`config.mk`:
```
export PLATFORM = sky130hd
export DESIGN_NAME = b2b_ingest
export DESIGN_NICKNAME = d
export VERILOG_FILES = /design/src/rtl/core/b2b_pkg.sv /design/src/rtl/core/b2b_ingest.sv
export SDC_FILE = /design/constraint.sdc
export NUM_CORES = 1
export LEC_CHECK = 0
export BUFFER_PORTS_ARGS = -buffer_cell sky130_fd_sc_hd__buf_2
export CAP_MARGIN = 30
export CORE_UTILIZATION = 40
export DETAILED_ROUTE_END_ITERATION = 6
export PLACE_DENSITY = 0.77
export SLEW_MARGIN = 20
export SYNTH_ARGS = -nofsm -noshare
export SYNTH_HDL_FRONTEND = slang
export SYNTH_SLANG_ARGS = --single-unit
```
`constraint.sdc`:
```
create_clock -name clock -period 3.8 [get_ports clock]
set_clock_uncertainty 0.1 [all_clocks]
set_input_delay 0.38 -clock clock [delete_from_list [all_inputs] [get_ports clock]]
set_output_delay 0.38 -clock clock [all_outputs]
set_load 0.005 [all_outputs]
```
`src/rtl/core/b2b_pkg.sv`:
```
// ----------------------------------------------------------------------------
// BLAKE2b package
// Constants, tables and the mixing helpers shared by the hash unit.
// ----------------------------------------------------------------------------
package b2b_pkg;

   localparam int unsigned BLOCK_WORDS   = 16;
   localparam int unsigned ROUNDS        = 12;
   localparam int unsigned MAX_KEY_BYTES = 64;

   // configuration register indexes
   localparam logic [1:0] CSR_DIGEST_LENGTH = 2'd0;
   localparam logic [1:0] CSR_KEY_LENGTH    = 2'd1;

   typedef logic [63:0] word_type;

   // word handed from the ingest side to the compression side
   typedef struct packed {
      logic [63:0] data;
      logic [3:0]  nbytes;  // bytes added, 0..8
      logic        eom;
   } ing_word_type;

   localparam logic [63:0] IV [8] = '{
      64'h6a09e667f3bcc908, 64'hbb67ae8584caa73b,
      64'h3c6ef372fe94f82b, 64'ha54ff53a5f1d36f1,
      64'h510e527fade682d1, 64'h9b05688c2b3e6c1f,
      64'h1f83d9abfb41bd6b, 64'h5be0cd19137e2179
   };

   localparam logic [31:0] PARAM_BASE = 32'h01010000;

   localparam logic [3:0] SIGMA [10][16] = '{
      '{ 0, 1, 2, 3, 4, 5, 6, 7, 8, 9,10,11,12,13,14,15},
      '{14,10, 4, 8, 9,15,13, 6, 1,12, 0, 2,11, 7, 5, 3},
      '{11, 8,12, 0, 5, 2,15,13,10,14, 3, 6, 7, 1, 9, 4},
      '{ 7, 9, 3, 1,13,12,11,14, 2, 6, 5,10, 4, 0,15, 8},
      '{ 9, 0, 5, 7, 2, 4,10,15,14, 1,11,12, 6, 8, 3,13},
      '{ 2,12, 6,10, 0,11, 8, 3, 4,13, 7, 5,15,14, 1, 9},
      '{12, 5, 1,15,14,13, 4,10, 0, 7, 6, 3, 9, 2, 8,11},
      '{13,11, 7,14,12, 1, 3, 9, 5, 0,15, 4, 8, 6, 2,10},
      '{ 6,15,14, 9,11, 3, 0, 8,12, 2,13, 7, 1, 4,10, 5},
      '{10, 2, 8, 4, 7, 6, 1, 5,15,11, 9,14, 3,12,13, 0}
   };

   // mixing function input/outputs: columns then diagonals
   localparam logic [3:0] GA [8] = '{0,1,2,3,0,1,2,3};
   localparam logic [3:0] GB [8] = '{4,5,6,7,5,6,7,4};
   localparam logic [3:0] GC [8] = '{8,9,10,11,10,11,8,9};
   localparam logic [3:0] GD [8] = '{12,13,14,15,15,12,13,14};

   function automatic logic [63:0] ror64(input logic [63:0] x, input int unsigned n);
      ror64 = (x >> n) | (x << (64 - n));
   endfunction

   function automatic logic [63:0] byte_mask(input logic [3:0] nb);
      logic [63:0] m;
      m = '0;
      for (int i = 0; i < 8; i++) begin
         if (4'(i) < nb) begin
            m[8*i +: 8] = 8'hff;
         end
      end
      byte_mask = m;
   endfunction

endpackage

```
`src/rtl/core/b2b_ingest.sv`:
```
// ----------------------------------------------------------------------------
// BLAKE2b ingest
// Accepts request words, normalizes the byte count and masks short words.
// ----------------------------------------------------------------------------
module b2b_ingest
   import b2b_pkg::*;
(
   input  logic         clock,
   input  logic         reset,
   input  logic         req_push,
   output logic         req_full,
   input  logic [63:0]  req_data_word,
   input  logic [3:0]   req_byte_count,
   input  logic         req_end_of_message,
   output logic         q_push,
   output ing_word_type q_word,
   input  logic         q_full
);

   logic         stage_valid_ff, stage_valid_in;
   ing_word_type stage_ff;
   logic [3:0]   cnt;

   assign req_full = stage_valid_ff && q_full;
   assign q_push   = stage_valid_ff;
   assign q_word   = stage_ff;

   always_comb begin
      cnt = (!req_end_of_message || req_byte_count > 4'd8) ? 4'd8 : req_byte_count;
      stage_valid_in = stage_valid_ff;
      if (stage_valid_ff && !q_full) begin
         stage_valid_in = 1'b0;
      end
      if (req_push && !req_full) begin
         stage_valid_in = 1'b1;
      end
   end

   always_ff @(posedge clock) begin
      if (reset) begin
         stage_valid_ff <= 1'b0;
      end else begin
         stage_valid_ff <= stage_valid_in;
      end
      if (req_push && !req_full) begin
         stage_ff.data   <= req_data_word & byte_mask(cnt);
         stage_ff.nbytes <= cnt;
         stage_ff.eom    <= req_end_of_message;
      end
   end

endmodule

```
Yosys cells after proc, flatten, opt, wreduce, memory -nomap -nowiden --
Index checks and enable logic that the tools add are counted.
Cells by class: $add $sub $neg 0, multipliers 0, divide/modulo/power cells 0, magnitude comparators 9, eq/ne operators 0, shift operators 0, muxes and demuxes 19, bitwise operators 1, reductions and logical operators 8
Operators with widths (number):
- two-way mux 8 bit | 16
- bitwise AND 64 bit | 1
- less-than comparator 3 x 4 -> 1 bit, first input constant | 4
- less-than comparator 1 x 4 -> 1 bit, first input constant | 2
- less-than comparator 2 x 4 -> 1 bit, first input constant | 2
- > comparator 4 bit, second input constant | 1
- two-way mux 4 bit | 1
- logical AND 1 bit | 3
- zero test 1 bit | 3
- two-way mux 1 bit | 2
- nonzero test 2 bit | 1
- logical OR 1 bit | 1
Word-level totals: bits in registers 70, bits in latches 0, memory bits (writable) 0, memory bits (read-only) 0, word-level logic and storage cells 41, memories 0

Logic depth before layout (Yosys ltp) --
Gate-level depths: netlist of run 1.
word-level depth 7, gate-level depth with buffers 3

Worst setup path after synthesis of run 1 --
No wires, ideal clock.
kind input to register, start in q_full, end reg stage_ff (netlist bit q_word[0]) (enable), library setup time 0.505 ns, data arrival time 3.636 ns, setup slack -0.441 ns, stages on the path 2, path buffers 0, cells stage by stage and2_1 > nor2b_1
On the way: longest elaborated chain between the ends 3
Ends and longest elaborated chain:
- from (decl) | line b2b_ingest.sv:17 | input logic q_full
- logical AND 1 bit | line b2b_ingest.sv:24 | assign req_full = stage_valid_ff && q_full;
- zero test 1 bit | line b2b_ingest.sv:45 | if (req_push && !req_full) begin
- logical AND 1 bit | line b2b_ingest.sv:45
- to (decl) | line b2b_ingest.sv:21 | ing_word_type stage_ff;
No other way between the ends. A chain may end at the register's enable or synchronous reset.

Worst setup path in the final report of run 1 --
start reg stage_valid_ff, in the netlist q_push, end reg stage_ff (netlist bit q_word[30]) (enable)
On the way: longest elaborated chain between the ends 3
Ends and longest elaborated chain:
- from (decl) | line b2b_ingest.sv:20 | logic stage_valid_ff, stage_valid_in;
- from (signal assigned) | line b2b_ingest.sv:43 | stage_valid_ff <= stage_valid_in;
- logical AND 1 bit | line b2b_ingest.sv:24
- zero test 1 bit | line b2b_ingest.sv:45
- logical AND 1 bit | line b2b_ingest.sv:45
No other way between the ends.

==> results of run 1 <==
metal layers:
metal  part of all wire  wire (um)  vias up
li1                   -          -      882
met1               0.39       2140      840
met2               0.51       2752       86
met3              0.085        465       10
met4              0.017         90        0
met5                  0          0        -
registers in the layout, indices dropped and copies added, names as in the netlist:
| signal | flops |
|---|---|
| q_word | 69 |
| q_push | 1 |
cell type report:
type                       count  area [um2]
fill                         540        2746
sequential                    70        2092
timing repair buffer         144       735.7
multi-input combinational     79       575.6
clock buffer                  14       162.7
tap                           77       96.34
clock inverter                 2       10.01
inverter                       1       3.754
synthesized netlist by cell type (all sizes together):
| master | instances |
|---|---|
| a21oi | 1 |
| nor2b | 26 |
| edfxtp | 69 |
| dfxtp | 1 |
| inv | 1 |
| buf | 5 |
| nor3b | 1 |
| a21boi | 40 |
| nor4b | 1 |
| nand2 | 2 |
| and2 | 4 |
| nand3 | 1 |
| nor2 | 2 |
| o21ai | 1 |
stage by stage:
stage               cells    util  cell area (um2)  hold slack [ps]
floorplan             155       -             2696            352.4
global placement      371  0.5455             3503            379.3
detailed placement    371  0.5455             3503            427.2
CTS                   387  0.5724             3676            91.67
global route          387  0.5724             3676            92.74
finish                387  0.5724             3676            115.1
worst min path at each step:
stage | end | start | cells after the start
floorplan | q_push$_SDFFE_PP0P_ | reset | 1
global placement | q_push$_SDFFE_PP0P_ | q_push$_SDFFE_PP0P_ | 2
detailed placement | q_push$_SDFFE_PP0P_ | q_push$_SDFFE_PP0P_ | 2
CTS | q_push$_SDFFE_PP0P_ | reset | 2
global route | q_push$_SDFFE_PP0P_ | reset | 2
finish | q_push$_SDFFE_PP0P_ | reset | 2
cells by family (layout without fill, tap and decap cells):
logic type,after synthesis,in the layout
flip-flops,70,70
AO/OA/AOI/OAI,42,42
AND/OR/NAND/NOR,37,37
buffers and inverters,6,161
power breakdown:
group | internal, uW | switching, uW | leakage [uW]
clock network | 271 | 247 | 0.0000905
registers | 910 | 11.8 | 0.000684
logic | 82.1 | 79.9 | 0.000800
total | 1260 | 339 | 0.00157
==> out/qor.tcl, run 1 <==
set qor(status) {complete, but fails checks}
set qor(failed_checks) {DRC}
set qor(insertedDiodeCount) 0
set qor(required_worst_endpoint_ps) 3710
set qor(maxSlewHeadroom) 0.4148
set qor(timing.reg2reg.setup_slack_ps) 1850
set qor(post_synth_num_cell_types) 17
set qor(met1_track_usage_gr) 0.1812
set qor(boundaryPins) 144
set qor(reg2reg_depth) 3
set qor(total_power_uw) 1603
set qor(gr_layer_usage_met2) 0.2750
set qor(finalWorstSetupSlack_ps) 1854
set qor(synthesis.area_per_instance_um2) 17.38
set qor(final_layout_size_suffix_gt1_frac) 0.5194
set qor(use_met3) 0.05638
set qor(synth_top_area_cell) {sky130_fd_sc_hd__edfxtp_1}
set qor(muxShareOfSynthArea) 0
set qor(avgViaCountPerCell) 4.698
set qor(criticalPathCategory) {flip-flop to flip-flop}
set qor(postCtsSetupRepairBufs) 0
set qor(drt.antenna.violating_nets) 0
set qor(post-route-drc-count) 21
set qor(simple_gate_portion_of_the_synthesized_area) 0.09568
set qor(cts-resized-gates) 0
set qor(timing.fmax_mhz) 513.9
set qor(worstPathBufferInverterCount) 1
set qor(crit_path_cell_count) 3
set qor(post_synth_fa_ha_maj_area_fraction) 0
set qor(via_count_of_the_routed_design) 1818
set qor(cell_breakdown_of_the_critical_path) {and2_1 > nor2b_4 > buf_12}
set qor(rsz0062_at_grt) {false}
set qor(timing.critical_path.slowest_cell_delay_ps) 700
set qor(setup.worst_path.end) {q_word[30]$_DFFE_PP_}
set qor(critPathArrivalTime_ps) 1860
set qor(timing.critical_path.slowest_stage_cell) {sky130_fd_sc_hd__nor2b_4}
set qor(grt_antenna_before_repair) 0
set qor(gr-usage-all-layers) 0.1631
set qor(cts.path.max_buffers) 2
set qor(min_period_over_period) 0.5121
set qor(post_syn_instances) 155
set qor(postRouteWirelength_mm) 5.449
set qor(synth_fp_nets) 228
set qor(grt_pass1_wl_mm) 8.749
set qor(setup_viol) 0
set qor(synth_top_family_by_area) {compound AO/OA/AOI/OAI gates}
set qor(place_congestion) 0.7176
set qor(first_pass_iters) 6
set qor(synthDominantCellAreaShare) 0.7692
set qor(syn2layout_area_growth_pct) 36.46
set qor(global_route.overflow_total) 0
set qor(tritoncts.num_buffers) 9
set qor(setup-tns-final_ps) 0
set qor(regToRegStartpoint) {q_push$_SDFFE_PP0P_}
set qor(dieHeight_um) 84.07
set qor(dieArea_um2) 7067
set qor(placement.setup.worst_slack_ps) 1657
set qor(number_of_global_route_vias_before_repair) 1931
set qor(mostFrequentLayoutCells) {sky130_fd_sc_hd__buf_2, sky130_fd_sc_hd__edfxtp_1, sky130_fd_sc_hd__a21boi_0}
set qor(design.core.area_um2) 6422
set qor(synthXorXnorAreaFrac) 0
set qor(worst-slew-pin-transition_ps) 876.0
set qor(cts_hold_buffers) 0
set qor(timing.critical_path.to_type) {flip-flop}
set qor(clk_pin_slew_worst_paths_ps) 70
set qor(hold_violations) 0
set qor(critical_path.startpoint) {q_push$_SDFFE_PP0P_}
set qor(dp_hpwl_mm) 3.936
set qor(family_with_the_most_delay_on_the_worst_path) {simple AND/OR/NAND/NOR gates}
set qor(drt-initial-drc-count) 104
set qor(nets) 378
set qor(clock_root_buffer_master) {sky130_fd_sc_hd__clkbuf_8}
set qor(mappedNetlistArea_um2) 2694
set qor(initial_util) 0.4194
set qor(holdCritPathClass) {input port to flip-flop}
set qor(power_density_nw_per_um2) 436.0
set qor(path_max_fanout) 39
set qor(route.detailed.wl_per_inst_um) 14.08
set qor(power.ir.vdd_worst_uv) 230.7
set qor(ys_seq_elements) 70
set qor(synth-seq-area-share) 0.7766
set qor(clk_latency_worst_skew_pair_ps) 320
set qor(chipWidth_um) 84.07
set qor(cts.sink_count) 70
set qor(drv_slew) 0
set qor(finalCriticalPeriod_ps) 1946
set qor(reg2reg_to) {q_word[30]$_DFFE_PP_}
set qor(layout.cells.most_common) {sky130_fd_sc_hd__buf_2}
set qor(p_leak_uw) 0.001574
set qor(cts_tree) {built}
set qor(globalRoute.busiestLayer) {met2}
set qor(num_rows) 29
set qor(synth_compound_area_frac) 0.1152
set qor(placement.io_buffers) 143
set qor(synthTopCellsByArea) {sky130_fd_sc_hd__edfxtp_1, sky130_fd_sc_hd__a21boi_0, sky130_fd_sc_hd__nor2b_1}
set qor(setup.worst_path.start_class) {flip-flop}
set qor(ys.warnings.count) 0
set qor(max_cap_violations) 0
set qor(grt_max_degree) 40
set qor(clock_tree.htree_level_count) 3
Power figures use the tool's default switching activity.
==> run 2: changes to the inputs <==
CORE_UTILIZATION = 44   (was 40)
PLACE_DENSITY = 0.81   (was 0.77)
clock period = 2 ns   (was 3.8 ns; I/O delays follow)
==> run 2 against run 1 <==
  * The run now ends clean
  * Critical path depth did not move
  * Maximum frequency up 38%
  * Final cell count rose by 0.52%
  * Via count increased by 1.7%
  * Design area is 1.2% higher
  * First-iteration DRC count is 29% lower
  * Critical path type unchanged
==> out/qor.tcl, run 2 (synthesis gave the netlist of run 1 again) <==
set qor(status) {completed}
set qor(holdCritPathClass) {input port to flip-flop}
set qor(netSwitchingPower_uw) 684.5 ;# +100%
set qor(dp_hpwl_mm) 3.921 ;# -0.39%
set qor(required_worst_endpoint_ps) 1890 ;# -1820 ps
set qor(avgViaCountPerCell) 4.753 ;# +1.2%
set qor(finalCriticalPeriod_ps) 1414 ;# -531.5 ps
set qor(grt_antenna_before_repair) 0 ;# unchanged
set qor(power.internal_uw) 2457 ;# +94%
set qor(hold_violations) 0 ;# unchanged
set qor(insertedDiodeCount) 0 ;# unchanged
set qor(cell_breakdown_of_the_critical_path) {and2_4 > nor2b_4 > buf_12}
set qor(largest_reg_flops) 69 ;# unchanged
set qor(layout.cells.most_common) {sky130_fd_sc_hd__buf_2}
set qor(design.core.area_um2) 5921 ;# -7.8%
set qor(nets) 382 ;# +1.1%
set qor(first_pass_iters) 4 ;# -2
set qor(postRouteWirelength_mm) 5.580 ;# +2.4%
set qor(clock_root_buffer_master) {sky130_fd_sc_hd__clkbuf_8}
set qor(worst-slew-pin-transition_ps) 483.9 ;# -392.1 ps
set qor(drv_slew) 0 ;# unchanged
set qor(final_layout_size_suffix_gt1_frac) 0.5223 ;# +0.002938
set qor(reg2reg_depth) 3 ;# unchanged
set qor(worstPathBufferInverterCount) 1 ;# unchanged
set qor(grt_max_degree) 70 ;# +75%
set qor(cts.path.max_buffers) 2 ;# unchanged
set qor(num_rows) 28 ;# -3.4%
set qor(tritoncts.num_buffers) 9 ;# unchanged
set qor(clock_tree.htree_level_count) 3 ;# unchanged
set qor(boundaryPins) 144 ;# unchanged
set qor(timing.critical_path.to_type) {flip-flop}
set qor(drt-initial-drc-count) 74 ;# -29%
set qor(dieArea_um2) 6439 ;# -8.9%
set qor(min_period_over_period) 0.7072 ;# +0.1951
set qor(critical_path.startpoint) {q_push$_SDFFE_PP0P_}
set qor(maxSlewHeadroom) 0.6753 ;# +0.2605
set qor(post-route-drc-count) 0 ;# -100%
set qor(number_of_global_route_vias_before_repair) 1755 ;# -9.1%
set qor(route.detailed.wl_per_inst_um) 14.34 ;# +1.9%
set qor(regToRegStartpoint) {q_push$_SDFFE_PP0P_}
set qor(grt_pass1_wl_mm) 8.211 ;# -6.1%
set qor(postLayoutCoreUtil) 0.6285 ;# +0.05611
set qor(dieHeight_um) 80.25 ;# -4.5%
set qor(initial_util) 0.4550 ;# +0.03554
set qor(via_count_of_the_routed_design) 1849 ;# +1.7%
set qor(path_max_fanout) 69 ;# +77%
set qor(global_route.overflow_total) 0 ;# unchanged
set qor(gr-usage-all-layers) 0.1768 ;# +0.01365
set qor(power_frac_comb) 0.101 ;# about the same
set qor(chipWidth_um) 80.25 ;# -4.5%
set qor(swShare) 0.2179 ;# +0.006381
set qor(clk_pin_slew_worst_paths_ps) 80 ;# about the same
set qor(stdcell_count) 389 ;# +0.52%
set qor(crit_path_cell_count) 3 ;# unchanged
set qor(timing.fmax_mhz) 707.0 ;# +38%
set qor(drt.antenna.violating_nets) 0 ;# unchanged
set qor(critPathArrivalTime_ps) 1310 ;# -550 ps
set qor(setup.worst_path.start_class) {flip-flop}
set qor(place_congestion) 0.6330 ;# -12%
set qor(mostFrequentLayoutCells) {sky130_fd_sc_hd__buf_2, sky130_fd_sc_hd__edfxtp_1, sky130_fd_sc_hd__a21boi_0}
set qor(syn2layout_area_growth_pct) 38.13
set qor(power.sequential.fraction) 0.557 ;# -0.018
set qor(max_cap_violations) 0 ;# unchanged
set qor(timing.critical_path.slowest_stage_cell) {sky130_fd_sc_hd__dfxtp_2}
set qor(power_frac_clock) 0.342 ;# +0.018
set qor(numPlacedInstances) 371 ;# unchanged
set qor(family_with_the_most_delay_on_the_worst_path) {flip-flops}
set qor(hold-path-cell-count) 1 ;# -1
set qor(rsz0062_at_grt) {false}
set qor(power_density_nw_per_um2) 844.3 ;# +94%
set qor(p_leak_uw) 0.001594 ;# +1.3%
set qor(cts_tree) {built}
set qor(power.ir.vdd_worst_uv) 424.9 ;# +84%
set qor(timing.hold.worst.start) {req_end_of_message}
set qor(criticalPathCategory) {flip-flop to flip-flop}
set qor(clk_latency_worst_skew_pair_ps) 340 ;# +20 ps
set qor(timing.critical_path.slowest_cell_delay_ps) 330 ;# -370 ps
set qor(setup_viol) 0 ;# unchanged
set qor(placement.io_buffers) 143 ;# unchanged
set qor(cts.sink_count) 70 ;# unchanged
[run 2: path summary, 6_finish.rpt]
path,endpoint,slack (ps)
hold / removal,q_word[0]$_DFFE_PP_,10
hold reg to reg,q_word[9]$_DFFE_PP_,840
setup reg to reg,q_word[46]$_DFFE_PP_,590
setup / recovery,q_word[46]$_DFFE_PP_,590
[run 2: metal layers]
metal	wire [um]	share of wire	track usage
met1	2238	0.40	0.2113
met2	2876	0.52	0.2923
met3	377	0.068	0.04773
met4	89	0.016	0.09107
met5	0	0	0
[run 2: power groups by stage]
stage	combinational, uW	sequential (uW)	clock, uW
final	316	1750	1070
after global routing	351	1760	1150
after CTS	322	1750	1090
after detailed placement	319	1780	0
after global placement	306	1780	0
after floorplan	106	1800	0
[run 2: repair_timing]
action	CTS	global route
setup buffers	0	0
gates resized for setup	0	0
setup endpoints to repair	0	0
hold endpoints to repair	1	0
hold buffers	2	0
[run 2: final cells by class]
cell class | count | area [um2]
well taps | 75 | 93.84
repair buffers | 148 | 770.7
multi-input cells | 79 | 578.1
flip-flops and latches | 70 | 2093
fillers | 481 | 2200
clock inverters | 5 | 50.05
clock buffers | 11 | 131.4
inverters | 1 | 3.754
[run 2: per-stage QoR]
step                setup WS (ps)  TNS (ps)  hold slack, ps  cell area, um2  power, uW
floorplan                  -7.173    -494.9           165.0            2705       1906
global placement            639.8         0           252.9            3520       2088
detailed placement          609.6         0           254.6            3520       2103
CTS                         618.2         0           1.499            3721       3166
global route                568.7         0           14.79            3721       3261
finish                      585.5         0           12.75            3721       3142
