===== src/rtl/core/b2b_pkg.sv =====
// ----------------------------------------------------------------------------
// BLAKE2b package
// Constants, tables and the mixing helpers shared by the hash unit.
// ----------------------------------------------------------------------------
package b2b_pkg;

   localparam int unsigned BLOCK_WORDS   = 16;
   localparam int unsigned ROUNDS        = 12;
   localparam int unsigned MAX_KEY_BYTES = 64;

   // configuration register indexes
   localparam logic [1:0] CSR_DIGEST_LENGTH = 2'd0;
   localparam logic [1:0] CSR_KEY_LENGTH    = 2'd1;

   typedef logic [63:0] word_type;

   // word handed from the ingest side to the compression side
   typedef struct packed {
      logic [63:0] data;
      logic [3:0]  nbytes;  // bytes added, 0..8
      logic        eom;
   } ing_word_type;

   localparam logic [63:0] IV [8] = '{
      64'h6a09e667f3bcc908, 64'hbb67ae8584caa73b,
      64'h3c6ef372fe94f82b, 64'ha54ff53a5f1d36f1,
      64'h510e527fade682d1, 64'h9b05688c2b3e6c1f,
      64'h1f83d9abfb41bd6b, 64'h5be0cd19137e2179
   };

   localparam logic [31:0] PARAM_BASE = 32'h01010000;

   localparam logic [3:0] SIGMA [10][16] = '{
      '{ 0, 1, 2, 3, 4, 5, 6, 7, 8, 9,10,11,12,13,14,15},
      '{14,10, 4, 8, 9,15,13, 6, 1,12, 0, 2,11, 7, 5, 3},
      '{11, 8,12, 0, 5, 2,15,13,10,14, 3, 6, 7, 1, 9, 4},
      '{ 7, 9, 3, 1,13,12,11,14, 2, 6, 5,10, 4, 0,15, 8},
      '{ 9, 0, 5, 7, 2, 4,10,15,14, 1,11,12, 6, 8, 3,13},
      '{ 2,12, 6,10, 0,11, 8, 3, 4,13, 7, 5,15,14, 1, 9},
      '{12, 5, 1,15,14,13, 4,10, 0, 7, 6, 3, 9, 2, 8,11},
      '{13,11, 7,14,12, 1, 3, 9, 5, 0,15, 4, 8, 6, 2,10},
      '{ 6,15,14, 9,11, 3, 0, 8,12, 2,13, 7, 1, 4,10, 5},
      '{10, 2, 8, 4, 7, 6, 1, 5,15,11, 9,14, 3,12,13, 0}
   };

   // mixing function input/outputs: columns then diagonals
   localparam logic [3:0] GA [8] = '{0,1,2,3,0,1,2,3};
   localparam logic [3:0] GB [8] = '{4,5,6,7,5,6,7,4};
   localparam logic [3:0] GC [8] = '{8,9,10,11,10,11,8,9};
   localparam logic [3:0] GD [8] = '{12,13,14,15,15,12,13,14};

   function automatic logic [63:0] ror64(input logic [63:0] x, input int unsigned n);
      ror64 = (x >> n) | (x << (64 - n));
   endfunction

   function automatic logic [63:0] byte_mask(input logic [3:0] nb);
      logic [63:0] m;
      m = '0;
      for (int i = 0; i < 8; i++) begin
         if (4'(i) < nb) begin
            m[8*i +: 8] = 8'hff;
         end
      end
      byte_mask = m;
   endfunction

endpackage


===== src/rtl/core/b2b_fifo.sv =====
// ----------------------------------------------------------------------------
// BLAKE2b word queue
// Short register queue between ingest and compression.
// ----------------------------------------------------------------------------
module b2b_fifo
   import b2b_pkg::*;
#(
   parameter int unsigned DEPTH = 4
) (
   input  logic         clock,
   input  logic         reset,
   input  logic         push,
   input  ing_word_type wdata,
   output logic         full,
   input  logic         pop,
   output ing_word_type rdata,
   output logic         empty
);

   localparam int unsigned AW = (DEPTH > 1) ? $clog2(DEPTH) : 1;

   ing_word_type      mem_ff [DEPTH];
   logic [AW-1:0]     wp_ff, rp_ff;
   logic [AW:0]       cnt_ff;

   assign full  = (cnt_ff == (AW+1)'(DEPTH));
   assign empty = (cnt_ff == '0);
   assign rdata = mem_ff[rp_ff];

   always_ff @(posedge clock) begin
      if (reset) begin
         wp_ff  <= '0;
         rp_ff  <= '0;
         cnt_ff <= '0;
      end else begin
         if (push && !full) begin
            wp_ff <= (wp_ff == AW'(DEPTH-1)) ? '0 : wp_ff + 1'b1;
         end
         if (pop && !empty) begin
            rp_ff <= (rp_ff == AW'(DEPTH-1)) ? '0 : rp_ff + 1'b1;
         end
         cnt_ff <= cnt_ff + (AW+1)'(push && !full) - (AW+1)'(pop && !empty);
      end
      if (push && !full) begin
         mem_ff[wp_ff] <= wdata;
      end
   end

endmodule


===== config.mk =====
export PLATFORM = sky130hd
export DESIGN_NAME = b2b_fifo
export DESIGN_NICKNAME = d
export VERILOG_FILES = /design/src/rtl/core/b2b_pkg.sv /design/src/rtl/core/b2b_fifo.sv
export SDC_FILE = /design/constraint.sdc
export NUM_CORES = 1
export LEC_CHECK = 0
export ABC_AREA = 1
export BUFFER_PORTS_ARGS = -buffer_cell sky130_fd_sc_hd__buf_2
export CAP_MARGIN = 15
export CORE_ASPECT_RATIO = 1.75
export CORE_MARGIN = 4
export CORE_UTILIZATION = 30
export DETAILED_ROUTE_END_ITERATION = 8
export PLACE_DENSITY_LB_ADDON = 0.2
export SYNTH_ARGS = -nofsm -noshare
export SYNTH_HDL_FRONTEND = slang
export SYNTH_SLANG_ARGS = --single-unit

===== constraint.sdc =====
create_clock -name clock -period 5 [get_ports clock]
set_input_delay 1 -clock clock [delete_from_list [all_inputs] [get_ports clock]]
set_output_delay 1 -clock clock [all_outputs]
set_load 0.03 [all_outputs]

After elaboration in Yosys (flattened, before gate mapping)
Memory sizes are Yosys's and may differ from the RTL's. A register that Yosys moved wholly into a read port is not among the register bits.
Cells that the tools add are included.
W data, S select, Z words.
{"block": "word_totals", "n_memories": 1, "ramBits": 276, "elab_cells": 22, "register_bits": 7, "output_inout_bits": 71}
{"memory": "mem_ff", "words": 4, "word_bits": 69, "rd": 1, "rd_clocked_by_memory_dff": 1, "write_ports": 1, "line": "b2b_fifo.sv:22", "source": "ing_word_type mem_ff [DEPTH];"}
{"block": "classes", "n_addsub": 4, "n_reduce_logical": 5, "n_eq_ne": 3, "mux": 6}
{"cell": "$mux W2", "count": 4}
{"cell": "$add A2 B1 Y2 const B", "count": 2}
{"cell": "$eq A2 B2 Y1 const B", "count": 2}
{"cell": "$add A3 B1 Y3", "count": 1}
{"cell": "$eq A3 B3 Y1 const B", "count": 1}
{"cell": "$logic_not A3 Y1", "count": 1}
{"cell": "$sub A3 B1 Y3", "count": 1}
{"cell": "$logic_and A1 B1 Y1", "count": 2}
{"cell": "$logic_not A1 Y1", "count": 2}
{"cell": "$mux W1", "count": 2}

Depth between registers and ports, before layout
Gate-level depths: netlist of run 1.
{"block": "logic_depth", "ltp_word": 5, "depth_mapped": 11}

Least setup slack after synthesis of run 1
OpenSTA, ideal clock, no wires.
{"block": "synth_path", "path_kind": "input -> register", "from": "input port push", "to": "memory mem_ff[0][0] (netlist bit) (enable)", "required_ns": 4.503, "t_arrival_ns": 4.001, "cell_stages": 2, "slack_ns": 0.503, "path_cell_list": "nand2_1 -> nor2_1"}
{"block": "synth_between", "elab_chain_cells": 3}
{"item": "start, declared", "line": "b2b_fifo.sv:12", "source": "input logic push,"}
{"item": "$logic_and A1 B1 Y1", "line": "b2b_fifo.sv:44", "source": "if (push && !full) begin"}
{"item": "$mux W1", "line": "b2b_fifo.sv:44"}
{"item": "$mux W1 (not written as such)", "line": "b2b_fifo.sv:45", "source": "mem_ff[wp_ff] <= wdata;"}
{"item": "end, declared", "line": "b2b_fifo.sv:22"}
No other way between the ends.

==> results by group, run 1 <==
Setup path
  • Critical Path AT: 2.80 ns
  • Critical path capture point: rdata[45]
  • Setup crit end kind: output port
  • CP required: 4.00 ns
  • R2r setup slk: 2.42 ns
  • Worst r2r src: cnt_ff[1]
  • FF-to-FF path depth: 5
  • Worst path slowest cell: buf_4
  • Crit-path cells: buf_4, o21ai_0, o22ai_1, buf_2
  • Worst R2R End: mem_ff[0][62]
  • Worst-path fanout max: 80
  • CP max stage delay: 0.76 ns
  • Crit start category: flip-flop
  • Worst setup path class: flip-flop to output port

Finish
  • Area of the multi-input gates: 1920 sq um
  • Final net count: 962
  • Share of cells above drive strength 1: 22.8%
  • Number of fill cells: 3,454
  • Post-synthesis to final-layout area growth: 19.4%
  • Register Area: 8470 sq um
  • Final instance area: 12,800 sq um

Floorplan
  • Initial core utilization: 30.4%
  • DIE WIDTH: 151 um
  • Core area: 35,300 sq um
  • Die Ht: 258 um
  • Die area: 39,000 sq um
  • # IOs: 144
  • Cell Rows: 91

Synthesis
  • Sequential area share after synthesis: 78.8%
  • Main combinational cell family by area after synthesis: compound AO/OA/AOI/OAI gates
  • Syn nets: 820
  • Mapped Cells: 739
  • Post-synthesis xor/xnor area fraction: 0%
  • Distinct cells, synth: 20
  • Simple-gate area share of the yosys netlist: 5.93%
  • Synth Area in Adders: 1.00%
  • Seq cells post-synth: 285
  • Avg Cell Area, Syn: 14.5 sq um
  • Netlist Area Pre-Place: 10,700 sq um
  • Syn. warnings: 0
  • Compound-Gate Fraction of Synth Area: 10.7%
  • Mux cell area share after synthesis: 0%

Clock tree
  • CTS Sinks: 285
  • TritonCTS Buffers: 27
  • Htree depth: 1
  • Clock root buffer: clkbuf_16
  • Post-CTS Setup Inserts: 0
  • Clock Path Buffers: 3
  • Skew-Pair Late Insertion Delay: 0.53 ns
  • CTS Hold Bufs: 0
  • CTS tree: built
  • Number of gates resized after cts: 0
  • Clk slew on worst S/H paths: 0.06 ns

STA
  • Final hold vios: 0
  • Final setup viols: 0
  • Total Neg Setup Slack: 0 ns
  • Tcrit/Tclk final: 75.9%
  • Final count of pins violating max slew: 0
  • Rel. slew slack: 43.3%
  • Achievable Freq: 263 MHz
  • RSZ-0062 raised after global routing: false
  • Fin crit period: 3.80 ns
  • Worst Skew: 0.00759 ns
  • Tightest Pin Transition: 0.849 ns

Global route
  • First-pass GRT wire length: 37,700 um
  • Tot GR Track Use: 12.7%
  • Initial antenna violation count: 5
  • Largest net degree at the start of global routing: 81
  • Vias in the first global route: 6,539
  • GRT overflow: 0

Drt
  • Via Count: 6,372
  • Final routed DRC violation total: 0
  • Post-DRT Antenna Nets: 0
  • Avg WL per Cell: 18.2 um
  • Vias per Instance: 4.65
  • WL final: 25,000 um
  • Number of DRC markers in iteration 0: 358
  • First-pass iteration count of the detailed router: 7

Placed design
  • DP Area: 11,900 sq um
  • GP Congestion: 0.681
  • Port bufs: 143
  • DP HPWL: 14,300 um

Flow run
  • Maxcap violations: 0

Power and ir drop
  • Power per cell area: 574 nW/um^2
  • Pwr Total: 7.36 mW
  • Peak supply drop: 0.248 mV
  • Lkg Pwr: 4.46 nW

Hold path
  • Hold Path Class: flip-flop to flip-flop
  • Worst hold stages: 2

Outcome
  • Status: complete, no violations
## per-stage QoR
stage	instances	util (%)	hold slack, ns	worst slack (ns)
floorplan	739	-	0.483	0.503
global placement	1317	33.7	0.505	1.66
detailed placement	1317	33.7	0.515	1.66
CTS	1366	36.3	0.524	1.08
global route	1366	36.3	0.536	0.947
finish	1369	36.4	0.531	1.20
## layer usage
layer,GRT usage [%],wire length [um]
met5,0,26
met1,14.9,10100
met4,4.26,599
met3,2.99,1440
met2,22.4,12800
## flip-flops by register name (all words and copies together), names as in the netlist, named ones only
signal	flops
mem_ff	276
cnt_ff	3
rp_ff	2
wp_ff	2
## power by group
part | leakage [nW] | internal, mW | switching [mW]
Combinational | 1.42 | 0.578 | 1.66
Sequential | 2.60 | 2.92 | 0.101
Clock | 0.437 | 1.25 | 0.857
## worst min path at each step
| stage | endpoint | start | slack [ns] |
|---|---|---|---|
| floorplan | flip-flop | rp_ff[1] | 0.48 |
| global placement | flip-flop | rp_ff[1] | 0.51 |
| detailed placement | flip-flop | rp_ff[1] | 0.52 |
| CTS | flip-flop | rp_ff[1] | 0.52 |
| global route | flip-flop | rp_ff[1] | 0.54 |
| finish | flip-flop | rp_ff[1] | 0.53 |
## cells by family after synthesis
logic type	after synthesis
simple gates	168
fa+ha+maj	8
flops	285
compound gates	212
buf+inv	66
## layout by cell type (no fill, tap or decap)
master	count
edfxtp_1	276
nor2_1	147
buf_2	143
o21ai_0	86
o22ai_1	69
o21ai_1	52
clkbuf_16	27
inv_1	20
nand2_1	12
buf_4	12
ha_1	7
dfxtp_1	7
clkinv_1	6
a21oi_1	5
nand3_1	5
bufinv_16	5
nor2_4	4
diode_2	3
clkinvlp_4	3
clkbuf_1	3
clkinv_4	2
clkinv_2	2
buf_12	2
inv_4	1
inv_2	1
fa_1	1
dfxtp_4	1
dfxtp_2	1
inv_6	1
## worst max-delay path, delay by kind of cell, from the launching register on
| family | cells | cell delay (ns) |
|---|---|---|
| AO/OA/AOI/OAI | 2 | 0.49 |
| flip-flops | 1 | 0.72 |
| buffers and inverters | 2 | 1.02 |
## synth_stat cells (all sizes together)
master	number	area, sq um
edfxtp	276	8290
nor2	151	567
o21ai	138	691
o22ai	69	432
buf	27	231
inv	22	85.1
clkbuf	17	67.6
nand2	12	45.0
dfxtp	9	180
ha	7	87.6
a21oi	5	25.0
nand3	5	25.0
fa	1	20.0
## area by class of cell
type,count,share of cell area [%]
clock inverter,19,1.80
sequential,285,66.0
multi-input combinational,388,15.0
timing repair buffer,157,6.59
inverter,22,0.663
antenna,3,0.0585
clock buffer,30,5.35
tap,465,4.53
Note: power is estimated with default switching activity, not from simulation.
==> run 2: changes to the inputs <==
==> constraint.sdc (replaced) <==
create_clock -name clock -period 3.65 [get_ports clock]
set_input_delay 0.73 -clock clock [delete_from_list [all_inputs] [get_ports clock]]
set_output_delay 0.73 -clock clock [all_outputs]
set_load 0.03 [all_outputs]
==> run 2 against run 1 <==
Compared with the run above: clock power up 21%; combinational power up 41%; sequential share of layout area up 0.52 points; non-clock buffer count down 1; critical path type unchanged; critical endpoint is now rdata[9].
==> results by group, run 2 (synthesis gave the netlist of run 1 again) <==
Clock tree
  • Htree depth: 1
  • Number of gates resized after cts: 0
  • Clk slew on worst S/H paths: 0.06 ns
  • Skew-Pair Late Insertion Delay: 0.53 ns
  • TritonCTS Buffers: 27
  • CTS tree: built
  • Clock root buffer: clkbuf_16
  • Post-CTS Setup Inserts: 0
  • CTS Sinks: 285
  • CTS Hold Bufs: 0
  • Clock Path Buffers: 3

STA
  • Final count of pins violating max slew: 0
  • Tightest Pin Transition: 0.697 ns
  • Final hold vios: 0
  • Worst Skew: 0.00756 ns
  • RSZ-0062 raised after global routing: false
  • Worst setup margin: 0.652 ns
  • Tcrit/Tclk final: 82.1%
  • Achievable Freq: 334 MHz
  • Fin crit period: 3.00 ns
  • Total Neg Setup Slack: 0 ns
  • Hold_ws: 0.378 ns
  • Final setup viols: 0
  • Rel. slew slack: 53.5%

Global route
  • Largest net degree at the start of global routing: 139
  • First-pass GRT wire length: 37,500 um
  • GRT overflow: 0
  • Initial antenna violation count: 5
  • Vias in the first global route: 6,495
  • Most Used Layer, Global Route: met2
  • Met1 GRT Util: 14.2%
  • GRT met2 Usage: 22.9%
  • Tot GR Track Use: 12.6%
  • Global Route met3 Usage: 3.38%

Finish
  • Largest registers: mem_ff: 276 flops, cnt_ff: 3 flops
  • Biggest register: mem_ff
  • Share of cells above drive strength 1: 22.2%
  • Post-synthesis to final-layout area growth: 18.5%
  • Final Util: 36.1%
  • Final net count: 961
  • Final instance area: 12,700 sq um
  • Commonest non-fill, non-tap cell in the layout: edfxtp_1
  • Commonest non-fill, non-tap cells in the layout: edfxtp_1, nor2_1, buf_2, o21ai_0, o22ai_1
  • Layout Cells excl Fill: 1,363
  • Max FFs per register: 276

Drt
  • Final routed DRC violation total: 0
  • WL final: 25,200 um
  • First-pass iteration count of the detailed router: 4
  • Post-DRT Antenna Nets: 0
  • Number of DRC markers in iteration 0: 315
  • Avg WL per Cell: 18.5 um
  • Vias per Instance: 4.70
  • Via Count: 6,408

Floorplan
  • # IOs: 144
  • DIE WIDTH: 151 um
  • Core area: 35,300 sq um
  • Cell Rows: 91
  • Die area: 39,000 sq um
  • Initial core utilization: 30.4%
  • Die Ht: 258 um

Setup path
  • CP required: 2.92 ns
  • Crit start category: flip-flop
  • CP max stage delay: 0.48 ns
  • Crit path max-delay family: buffers and inverters
  • Worst setup path class: flip-flop to output port
  • Critical Path AT: 2.27 ns
  • Critical path buffer and inverter count: 3
  • Setup crit end kind: output port
  • Worst path slowest cell: inv_4
  • Worst-path fanout max: 61
  • Crit-path cells: inv_4, buf_4, nor2_1, o22ai_1, buf_2

Power and ir drop
  • Power per cell area: 769 nW/um^2
  • Pwr Total: 9.79 mW
  • Lkg Pwr: 4.42 nW
  • Peak supply drop: 0.430 mV

Placed design
  • DP Cell Count: 1,316
  • DP HPWL: 13,900 um
  • GP Congestion: 0.701
  • Port bufs: 143
  • DP Area: 12,000 sq um
  • Pre-CTS WS: 1.15 ns

Flow run
  • Maxcap violations: 0

Hold path
  • Hold Path Class: input pin to flip-flop

Outcome
  • Status: complete, no violations
[run 2: where the power goes]
group	total (mW)	internal, mW	switching [mW]
sequential	4.08	4.00	0.0879
clock	2.56	1.42	1.14
combinational	3.15	0.818	2.33
total	9.79	6.23	3.56
[run 2: path summary, 6_finish.rpt]
check / start / endpoint / slack, ns / depth (start not counted)
worst max-delay path: flip-flop / rdata[9] / 0.65 / 5
worst min-delay path: reset / cnt_ff[0] / 0.38 / 2
worst max register to register: cnt_ff[1] / cnt_ff[2] / 1.46 / 9
worst min register to register: rp_ff[1] / flip-flop / 0.53 / 2
[run 2: final cells by class]
| class | count | area [sq um] |
|---|---|---|
| multi-input combinational | 388 | 1920 |
| clock inverter | 12 | 80.1 |
| fill | 3488 | 22600 |
| inverter | 22 | 85.1 |
| antenna | 2 | 5.00 |
| sequential | 285 | 8470 |
| timing repair buffer | 156 | 888 |
| clock buffer | 33 | 698 |
| tap | 465 | 582 |
[run 2: metal layers]
layer	part of all wire [%]	vias up
met5	0.083	-
met4	1.6	4
met3	6.3	29
met2	53	109
met1	39	3220
li1	-	3046
==> run 3: changes to the inputs <==
==> constraint.sdc (replaced) <==
create_clock -name clock -period 2.6 [get_ports clock]
set_input_delay 0.52 -clock clock [delete_from_list [all_inputs] [get_ports clock]]
set_output_delay 0.52 -clock clock [all_outputs]
set_load 0.03 [all_outputs]
==> run 3 against run 2 <==
Compared with the run above: clock-buffer cell count down 1; register-to-register slack lost 0.75 ns; sequential power rose by 41%; worst hold slack worse by 0.20 ns; sequential cell count did not move; via count about the same; critical endpoint is now rdata[15]; highest routed layer unchanged.
==> results by group, run 3 (synthesis gave the netlist of run 1 again) <==
Outcome
  • Status: complete, no violations

Clock tree
  • TritonCTS Buffers: 27
  • CTS tree: built
  • Clk slew on worst S/H paths: 0.07 ns
  • Clock root buffer: clkbuf_16
  • Skew-Pair Late Insertion Delay: 0.53 ns
  • CTS Sinks: 285
  • Htree depth: 1
  • CTS Hold Bufs: 0
  • Clock Path Buffers: 3

Setup path
  • Setup crit end kind: output port
  • Critical path buffer and inverter count: 3
  • Worst-path fanout max: 48
  • Worst setup path class: flip-flop to output port
  • Worst path depth: 5
  • CP required: 2.08 ns
  • Crit-path cells: inv_6, buf_12, nor2_1, o22ai_1, buf_2
  • Critical Path AT: 1.95 ns
  • Worst path slowest cell: dfxtp_4
  • Crit start category: flip-flop
  • CP max stage delay: 0.38 ns
  • Crit path max-delay family: buffers and inverters
  • FF-to-FF path depth: 10

Floorplan
  • DIE WIDTH: 151 um
  • # IOs: 144
  • Die Ht: 258 um
  • Die area: 39,000 sq um
  • Initial core utilization: 30.4%
  • Cell Rows: 91
  • Core area: 35,300 sq um

STA
  • RSZ-0062 raised after global routing: false
  • Rel. slew slack: 68.3%
  • Tightest Pin Transition: 0.476 ns
  • Tcrit/Tclk final: 94.9%
  • Hold_ws: 0.178 ns
  • Final setup viols: 0
  • Fin crit period: 2.47 ns
  • Final hold vios: 0
  • Achievable Freq: 405 MHz
  • Worst Skew: 0.0121 ns
  • Final count of pins violating max slew: 0

Placed design
  • Port bufs: 143
  • DP HPWL: 13,900 um
  • GP Congestion: 0.710

Drt
  • Final routed DRC violation total: 0
  • Number of DRC markers in iteration 0: 226
  • First-pass iteration count of the detailed router: 7
  • Avg WL per Cell: 18.1 um
  • Via Count: 6,402
  • Vias per Instance: 4.67
  • WL final: 24,800 um
  • Post-DRT Antenna Nets: 0

Finish
  • Number of fill cells: 3,421
  • Register Area: 8470 sq um
  • Commonest non-fill, non-tap cell in the layout: edfxtp_1
  • Final Util: 36.6%
  • Largest registers: mem_ff: 276 flops, cnt_ff: 3 flops
  • Commonest non-fill, non-tap cells in the layout: edfxtp_1, nor2_1, buf_2, o21ai_0, o22ai_1
  • Biggest register: mem_ff
  • Area of the multi-input gates: 1920 sq um
  • Post-synthesis to final-layout area growth: 20.2%
  • Max FFs per register: 276
  • Share of cells above drive strength 1: 23.0%
  • Final net count: 964

Global route
  • Initial antenna violation count: 6
  • Vias in the first global route: 6,570
  • Tot GR Track Use: 12.5%
  • Largest net degree at the start of global routing: 79
  • GRT overflow: 0
  • First-pass GRT wire length: 37,600 um

Hold path
  • Hold Path Class: input pin to flip-flop
  • Worst hold stages: 2

Power and ir drop
  • Combinational power share: 31.7%
  • Seq pwr share: 40.5%
  • Lkg Pwr: 4.49 nW
  • Power per cell area: 1100 nW/um^2
  • Clk pwr share: 27.8%
  • Switching power: 5.03 mW
  • P_int: 9.12 mW
  • Pwr Total: 14.2 mW
  • Peak supply drop: 0.537 mV
  • Sw frac: 35.6%

Flow run
  • Maxcap violations: 0
[run 3: metal layers]
metal  share of wire, %  track usage (%)  vias to the layer above
li1                   -                -                     3050
met1                 39             14.0                     3179
met2                 54             23.1                      127
met3                4.7             2.52                       40
met4                2.4             4.69                        6
met5               0.17                0                        -
[run 3: layout make-up]
cell class / count / share of cell area, %
repair buffers: 159 / 7.43
flip-flops and latches: 285 / 65.6
inverters: 22 / 0.678
well taps: 465 / 4.50
diodes: 4 / 0.0775
multi-input cells: 388 / 14.9
clock buffers: 32 / 5.38
clock inverters: 17 / 1.46
[run 3: path summary, 6_finish.rpt]
kind              slack [ns]  startpoint        end
hold / removal          0.18       reset  cnt_ff[0]
hold reg to reg         0.55    wp_ff[1]   wp_ff[1]
setup / recovery        0.13   flip-flop  rdata[15]
setup reg to reg        0.71   cnt_ff[1]  cnt_ff[2]
[run 3: through the flow]
| step | TNS (ns) | std cells | setup slack [ns] | area [sq um] |
|---|---|---|---|---|
| global route | 0 | 1371 | 0.00210 | 12900 |
| CTS | 0 | 1368 | 0.0220 | 12900 |
| floorplan | -89.14 | 739 | -0.323 | 10800 |
| finish | 0 | 1372 | 0.132 | 12900 |
| global placement | 0 | 1319 | 0.611 | 12000 |
| detailed placement | 0 | 1319 | 0.572 | 12000 |
[run 3: power by group through the flow]
stage | Clock [mW] | Combinational (mW) | Sequential (mW)
floorplan | 0 | 3.12 | 5.83
global placement | 0 | 4.57 | 5.83
detailed placement | 0 | 4.60 | 5.84
CTS | 4.06 | 4.61 | 5.74
global route | 4.26 | 4.91 | 5.78
finish | 3.93 | 4.49 | 5.74
[run 3: what timing repair did]
action / CTS / global route
hold endpoints to repair: 0 / 0
resized for setup: 1 / 3
setup endpoints to repair: 2 / 6
setup buffers: 0 / 0
